File: src/sv/plic_pkg.sv
// shared types and constants for the positional list
`default_nettype none

package plic_pkg;

    localparam int LIST_DEPTH = 16;
    localparam int ELEM_W     = 32;
    localparam int POS_W      = 5;
    localparam int LEN_W      = 5;
    localparam int CNT_W      = $clog2(LIST_DEPTH + 1);
    localparam int CMP_W      = ((CNT_W > POS_W) ? CNT_W : POS_W) + 1;

    localparam logic [1:0] FUNC_LOCATE = 2'd0;
    localparam logic [1:0] FUNC_INSERT = 2'd1;
    localparam logic [1:0] FUNC_DELETE = 2'd2;

    localparam logic [1:0] STATUS_OK    = 2'd0;
    localparam logic [1:0] STATUS_RANGE = 2'd1;
    localparam logic [1:0] STATUS_FULL  = 2'd2;

    typedef struct packed {
        logic [1:0]               func;
        logic [POS_W-1:0]         position;
        logic signed [ELEM_W-1:0] value;
    } req_t;

    typedef struct packed {
        logic [1:0]               status;
        logic                     found;
        logic [POS_W-1:0]         found_position;
        logic signed [ELEM_W-1:0] removed_value;
        logic [LEN_W-1:0]         length;
    } rsp_t;

    typedef struct packed {
        logic              ins_en;
        logic              del_en;
        logic [CMP_W-1:0]  pos;
        logic [CMP_W-1:0]  cnt;
        logic [ELEM_W-1:0] value;
    } cell_ctrl_t;

endpackage

`default_nettype wire

File: src/sv/plic_cell.sv
// one list slot: holds an element, compares it and shifts with its neighbors
`default_nettype none

module plic_cell
    import plic_pkg::*;
(
    input  wire logic              clk,
    input  wire logic [CMP_W-1:0]  slot,
    input  wire cell_ctrl_t        ctrl,
    input  wire logic [ELEM_W-1:0] left_data,
    input  wire logic [ELEM_W-1:0] right_data,
    output logic      [ELEM_W-1:0] data,
    output logic                   match,
    output logic      [ELEM_W-1:0] pick
);

    logic [ELEM_W-1:0] data_reg;
    logic [ELEM_W-1:0] data_next;
    logic              at_pos;

    assign at_pos = (slot == ctrl.pos);

    always_comb
    begin
        data_next = data_reg;
        if (ctrl.ins_en)
        begin
            if (at_pos)
            begin
                data_next = ctrl.value;
            end
            else if ((slot > ctrl.pos) && (slot <= ctrl.cnt + CMP_W'(1)))
            begin
                data_next = left_data;
            end
        end
        else if (ctrl.del_en)
        begin
            if ((slot >= ctrl.pos) && (slot < ctrl.cnt))
            begin
                data_next = right_data;
            end
        end
    end

    always_ff @(posedge clk)
    begin
        data_reg <= data_next;
    end

    assign data  = data_reg;
    assign match = (slot <= ctrl.cnt) && (data_reg == ctrl.value);
    assign pick  = at_pos ? data_reg : '0;

endmodule

`default_nettype wire

File: src/sv/positional_list_insert_delete_locate.sv
// Positional list with locate, insert and delete held in a row of slot cells.
// Requests enter on req/req_valid and are taken when req_stall is low; each
// word carries func, a 1-based position and a signed value. Results leave on
// rsp/rsp_valid and are taken when rsp_stall is low, one result word per
// request, in request order.
// Locate reports the first matching position, insert writes at a position and
// moves later entries up, delete returns the entry at a position and moves
// later entries down. Bad positions give a range status, insert into a full
// list gives a full status, and in both cases the list stays as it was.
// One request is in flight at a time. The request register captures it, then
// in the execute state all cells compare and shift together, then the finish
// state encodes the first match into the result register, waiting there while
// the output register is still full.
// Reset empties the list. A stalled result stays in its register; the block
// still takes one new request meanwhile and holds its own result until the
// output register frees up.
`default_nettype none

module positional_list_insert_delete_locate
    import plic_pkg::*;
(
    input  wire logic clk,
    input  wire logic rst_n,
    input  wire logic req_valid,
    output logic      req_stall,
    input  wire req_t req,
    output logic      rsp_valid,
    input  wire logic rsp_stall,
    output rsp_t      rsp
);

    typedef enum logic [2:0] {
        S_IDLE = 3'b001,
        S_EXEC = 3'b010,
        S_FIN  = 3'b100
    } state_t;

    state_t                state_reg, state_next;
    req_t                  req_reg;
    logic [CNT_W-1:0]      count_reg, count_next;
    logic [LIST_DEPTH-1:0] match_reg;
    logic [ELEM_W-1:0]     removed_reg;
    logic [1:0]            status_reg;
    logic                  rsp_valid_reg;
    rsp_t                  rsp_reg;

    logic [CMP_W-1:0]      pos_c, cnt_c;
    logic                  ins_ok, del_ok;
    logic [1:0]            status_c;
    cell_ctrl_t            ctrl;
    logic                  out_free;

    logic [ELEM_W-1:0]     cell_data [LIST_DEPTH];
    logic [ELEM_W-1:0]     cell_pick [LIST_DEPTH];
    logic [LIST_DEPTH-1:0] cell_match;
    logic [ELEM_W-1:0]     pick_or;

    logic                  enc_found;
    logic [POS_W-1:0]      enc_pos;

    assign pos_c = CMP_W'(req_reg.position);
    assign cnt_c = CMP_W'(count_reg);

    always_comb
    begin
        ins_ok   = 1'b0;
        del_ok   = 1'b0;
        status_c = STATUS_OK;
        unique case (req_reg.func)
            FUNC_INSERT:
            begin
                if (cnt_c >= CMP_W'(LIST_DEPTH))
                begin
                    status_c = STATUS_FULL;
                end
                else if ((pos_c == '0) || (pos_c > cnt_c + CMP_W'(1)))
                begin
                    status_c = STATUS_RANGE;
                end
                else
                begin
                    ins_ok = 1'b1;
                end
            end
            FUNC_DELETE:
            begin
                if ((pos_c == '0) || (pos_c > cnt_c))
                begin
                    status_c = STATUS_RANGE;
                end
                else
                begin
                    del_ok = 1'b1;
                end
            end
            default:
            begin
                status_c = STATUS_OK;
            end
        endcase
    end

    assign ctrl.ins_en = (state_reg == S_EXEC) && ins_ok;
    assign ctrl.del_en = (state_reg == S_EXEC) && del_ok;
    assign ctrl.pos    = pos_c;
    assign ctrl.cnt    = cnt_c;
    assign ctrl.value  = req_reg.value;

    for (genvar i = 0; i < LIST_DEPTH; i++)
    begin : g_cell
        logic [ELEM_W-1:0] left_d, right_d;
        if (i == 0)
        begin : g_first
            assign left_d = '0;
        end
        else
        begin : g_left
            assign left_d = cell_data[i-1];
        end
        if (i == LIST_DEPTH - 1)
        begin : g_last
            assign right_d = '0;
        end
        else
        begin : g_right
            assign right_d = cell_data[i+1];
        end
        plic_cell u_cell (
            .clk        (clk),
            .slot       (CMP_W'(i + 1)),
            .ctrl       (ctrl),
            .left_data  (left_d),
            .right_data (right_d),
            .data       (cell_data[i]),
            .match      (cell_match[i]),
            .pick       (cell_pick[i])
        );
    end

    always_comb
    begin
        pick_or = '0;
        for (int i = 0; i < LIST_DEPTH; i++)
        begin
            pick_or = pick_or | cell_pick[i];
        end
    end

    // first match: lowest set bit of the registered match vector
    always_comb
    begin
        enc_found = 1'b0;
        enc_pos   = '0;
        for (int i = LIST_DEPTH - 1; i >= 0; i--)
        begin
            if (match_reg[i])
            begin
                enc_found = 1'b1;
                enc_pos   = POS_W'(i + 1);
            end
        end
    end

    assign out_free = !rsp_valid_reg || !rsp_stall;

    always_comb
    begin
        state_next = state_reg;
        count_next = count_reg;
        unique case (state_reg)
            S_IDLE:
            begin
                if (req_valid)
                begin
                    state_next = S_EXEC;
                end
            end
            S_EXEC:
            begin
                state_next = S_FIN;
                if (ins_ok)
                begin
                    count_next = count_reg + CNT_W'(1);
                end
                else if (del_ok)
                begin
                    count_next = count_reg - CNT_W'(1);
                end
            end
            S_FIN:
            begin
                if (out_free)
                begin
                    state_next = S_IDLE;
                end
            end
            default:
            begin
                state_next = S_IDLE;
            end
        endcase
    end

    always_ff @(posedge clk or negedge rst_n)
    begin
        if (!rst_n)
        begin
            state_reg     <= S_IDLE;
            count_reg     <= '0;
            rsp_valid_reg <= 1'b0;
        end
        else
        begin
            state_reg <= state_next;
            count_reg <= count_next;
            if ((state_reg == S_FIN) && out_free)
            begin
                rsp_valid_reg <= 1'b1;
            end
            else if (!rsp_stall)
            begin
                rsp_valid_reg <= 1'b0;
            end
        end
    end

    always_ff @(posedge clk)
    begin
        if ((state_reg == S_IDLE) && req_valid)
        begin
            req_reg <= req;
        end
        if (state_reg == S_EXEC)
        begin
            match_reg   <= (req_reg.func == FUNC_LOCATE) ? cell_match : '0;
            removed_reg <= del_ok ? pick_or : '0;
            status_reg  <= status_c;
        end
        if ((state_reg == S_FIN) && out_free)
        begin
            rsp_reg.status         <= status_reg;
            rsp_reg.found          <= enc_found;
            rsp_reg.found_position <= enc_pos;
            rsp_reg.removed_value  <= removed_reg;
            rsp_reg.length         <= LEN_W'(count_reg);
        end
    end

    assign req_stall = (state_reg != S_IDLE);
    assign rsp_valid = rsp_valid_reg;
    assign rsp       = rsp_reg;

    a_count_range: assert property (@(posedge clk) disable iff (!rst_n)
        count_reg <= CNT_W'(LIST_DEPTH))
        else $error("list count beyond depth");

    a_count_only_exec: assert property (@(posedge clk) disable iff (!rst_n)
        (state_reg != S_EXEC) |=> $stable(count_reg))
        else $error("list count moved outside execute");

    a_rsp_from_fin: assert property (@(posedge clk) disable iff (!rst_n)
        $rose(rsp_valid_reg) |-> $past(state_reg == S_FIN))
        else $error("result word without a finished request");

    a_found_ok: assert property (@(posedge clk) disable iff (!rst_n)
        (rsp_valid_reg && rsp_reg.found) |-> (rsp_reg.status == STATUS_OK))
        else $error("match reported with error status");

    a_removed_ok: assert property (@(posedge clk) disable iff (!rst_n)
        (rsp_valid_reg && (rsp_reg.removed_value != '0))
            |-> (rsp_reg.status == STATUS_OK) && !rsp_reg.found)
        else $error("removed word on a failed or locate request");

endmodule

`default_nettype wire

File: config.mk
export PLATFORM = sky130hd
export DESIGN_NAME = positional_list_insert_delete_locate
export DESIGN_NICKNAME = d
export VERILOG_FILES = /design/src/sv/plic_pkg.sv /design/src/sv/plic_cell.sv /design/src/sv/positional_list_insert_delete_locate.sv
export SDC_FILE = /design/constraint.sdc
export NUM_CORES = 2
export LEC_CHECK = 0
export BUFFER_PORTS_ARGS = -buffer_cell sky130_fd_sc_hd__buf_2
export CAP_MARGIN = 40
export CORE_ASPECT_RATIO = 1.1
export CORE_MARGIN = 2
export CORE_UTILIZATION = 50
export CTS_CLUSTER_SIZE = 40
export DETAILED_ROUTE_END_ITERATION = 12
export PLACE_DENSITY_LB_ADDON = 0.15
export SYNTH_ARGS = -nofsm -noshare
export SYNTH_HDL_FRONTEND = slang
export SYNTH_SLANG_ARGS = --single-unit
File: constraint.sdc
create_clock -name clk -period 8.17 [get_ports clk]
set_clock_uncertainty 0.2 [all_clocks]
set_input_delay 0.817 -clock clk [delete_from_list [all_inputs] [get_ports clk]]
set_output_delay 0.817 -clock clk [all_outputs]
set_load 0.005 [all_outputs]
==> results.toml <==
[grt]
gr-total-overflow = 0
antenna_found_initial = 11
grt_usage_pct = 45.9
grt_pass1_wl_um = 265000
grt_max_degree = 229
grt_pass1_vias = 32100

[logic_synthesis]
ys_top_cells_by_count = "867 x nand2_1, 646 x edfxtp_1, 354 x xor2_1"
yosysWarnings = 0
yosysSeqAreaShare_pct = 48.5
synth_top_cell_by_area = "edfxtp_1"
synth_top_area_share_pct = 48.0
ys.flop_type = "edfxtp_1"
yosys-top-cells-area = "edfxtp_1 48%, nand2_1 8.0%, xor2_1 7.7%"
synth-seq-cells = 655
synth.most_common_cell = "nand2_1"
synthDistinctLibCells = 68
synthArstFlopShare_pct = 1.37
synthCells = 4163
synth_edf_count = 646
synth_nets = 4225
synth_area_um2 = 40400
syn_avg_cell_area_um2 = 9.71

[routing]
viasPerCell = 7.01
antenna_left = 0
wl_um = 193000
drc = 0
first_iter_violations = 7551
first_pass_iters = 8
num_vias = 36400
avgRoutedWirePerCell_um = 37.3

[floorplanning]
die_y_um = 302
io_pins = 90
initial_core_util_pct = 50.4
rows = 109
core-area_um2 = 80200
dieArea_um2 = 83200
die_width_um = 275

[critical_path]
critPathSlowestCell = "buf_4"
crit_family = "buffers and inverters"
critPathMaxFanout = 228
required_ns = 8.32
r2r-start = "count_reg[1]$_DFFE_PN0P_"
reg2reg_to = "g_cell[6].u_cell.data[17]$_DFFE_PP_"
cp-start-kind = "register"
crit_path_end_kind = "register"
crit_chain = "ha_1 > xor2_1 > clkinv_1 > ha_1 > and3_1 > o21ai_0 > a221oi_1 > nor3_2 > buf_4 > buf_12 > buf_4 > a31oi_1"
slowest_delay_ns = 0.88
reg2reg_slack_ns = 2.18
cp.arrival_ns = 6.14
rr_worst_depth = 12
cp_num_buf_inv = 4
crit_type = "reg2reg"

[sta]
fin_tns_setup_ns = 0
fmax_ghz = 0.167
slew_viol_final = 0
rsz0062_at_grt = "false"
setup_viol = 0
min_period_ns = 5.99
slew_headroom_pct = 24.7
hold_violations = 0
final.period_utilization_pct = 73.3
tightest_slew_ns = 1.13

[layout]
multi_input_area_um2 = 19300
design_area_um2 = 44500
areaGrowthSynthToFinish_pct = 9.94
fillCellCount = 7155
drive_above_1_share_pct = 9.54
fin_nets = 4129
seq_area_um2 = 19600
largest_reg_flops = 512

[clocking]
cts_setup_buffers = 0
clock-root-buffer = "clkbuf_16"
clkLatencyLatePin_ns = 0.67
clockBufferDepth = 3
cts_sinks = 655
clk_pin_slew_ns = 0.06
numCtsBuffers = 76
cts.htree.levels = 3
cts_tree = "built"

[power]
max-vdd-ir-drop_uv = 265
p_per_area_nw_per_um2 = 234
p_leak_uw = 0.0152

[placement]
post-dp-hpwl_um = 126000
placed_area_um2 = 41800
portBuffers = 89
place.gp.congestion = 1.13

[hold_path]
hold_end = "ctrl[17]$_DFFE_PP_"
hold_depth = 1
hold_class = "in2reg"
worstHoldStart = "req[17]"

[run]
cap_violations = 0

[outcome]
outcome = "finished clean"
power breakdown:
group | switching (uW) | internal [uW] | total [uW]
clock network | 1530 | 2100 | 3620
logic | 2080 | 695 | 2770
registers | 153 | 3860 | 4020
total | 3760 | 6660 | 10400
layout make-up:
cell class	instances	area share (%)
Antenna cell	2	0.0113
Clock buffer	88	4.47
Clock inverter	53	1.24
Inverter	24	0.203
Multi-Input combinational cell	3086	43.3
Sequential cell	655	44.1
Tap cell	1054	2.97
Timing Repair Buffer	224	3.66
cells by family (layout without fill, tap and decap cells):
kind of cell	after synthesis	count (layout)	share of synthesized area, %
AND/OR/NAND/NOR	1482	1482	15.7
AO/OA/AOI/OAI	875	875	14.4
flip-flops	655	655	48.5
XOR/XNOR	515	515	11.2
buffers and inverters	422	389	4.80
multiplexers	195	195	4.83
adder cells (fa/ha/maj)	19	19	0.588
other	0	2	0
per-layer routing:
metal / wire length (um) / GRT usage (%) / share of wire (%)
met2: 78600 / 63.9 / 41
met4: 17300 / 32.4 / 8.9
met3: 29300 / 16.1 / 15
met5: 254 / 1.26 / 0.13
met1: 67900 / 59.2 / 35
layout by cell type, fill, tap and decap left out, types with 26 or more instances in the layout:
cell type	n
nor4_1	98
nand3_1	26
a221oi_1	129
a22o_1	128
a31oi_1	261
and4_1	32
nor3_1	27
xor2_1	354
edfxtp_1	646
xnor2_1	161
nor2_1	316
nand2_1	861
nand4_1	58
mux2i_1	194
buf_2	91
buf_4	114
o21ai_0	68
o21ai_1	179
a21oi_1	59
clkbuf_16	78
worst register-to-register path, stage by stage (launching register included):
cell      delay [ns]
dfrtp_1         0.63
ha_1            0.42
xor2_1          0.43
clkinv_1        0.35
ha_1            0.36
and3_1          0.15
o21ai_0         0.12
a221oi_1        0.21
nor3_2          0.23
buf_4           0.47
buf_12          0.74
buf_4           1.12
a31oi_1         0.25
per-stage QoR:
stage / utilization [%] / std cells / hold WS (ns) / total power [uW] / setup slack (ns)
after global placement: 51.8 / 5011 / 0.201 / 6620 / 2.26
final: 55.4 / 5186 / 0.128 / 10400 / 2.18
after detailed placement: 52.1 / 5029 / 0.206 / 6630 / 2.46
after global routing: 55.4 / 5184 / 0.128 / 10500 / 1.91
after floorplan: - / 4163 / 0.200 / 5410 / 2.24
after CTS: 55.3 / 5171 / 0.109 / 10200 / 2.42
worst max-delay path by stage:
stage / from / cells after the start / endpoint / slack (ns)
finish: count_reg[1]$_DFFE_PN0P_ / 12 / g_cell[6].u_cell.data[17]$_DFFE_PP_ / 2.18
CTS: count_reg[0]$_DFFE_PN0P_ / 13 / g_cell[1].u_cell.data[16]$_DFFE_PP_ / 2.42
global placement: count_reg[1]$_DFFE_PN0P_ / 11 / g_cell[3].u_cell.data[25]$_DFFE_PP_ / 2.26
detailed placement: count_reg[0]$_DFFE_PN0P_ / 13 / g_cell[1].u_cell.data[16]$_DFFE_PP_ / 2.46
global route: count_reg[0]$_DFFE_PN0P_ / 12 / g_cell[11].u_cell.data[16]$_DFFE_PP_ / 1.91
floorplan: count_reg[3]$_DFFE_PN0P_ / 13 / g_cell[6].u_cell.data[0]$_DFFE_PP_ / 2.24
timing repair:
| item | CTS | global route |
|---|---|---|
| hold endpoints to repair | 8 | 0 |
| gates resized for setup | 0 | 0 |
| hold buffers | 1 | 0 |
| setup endpoints to repair | 0 | 0 |
No activity file was read; power rests on OpenSTA's default activity.
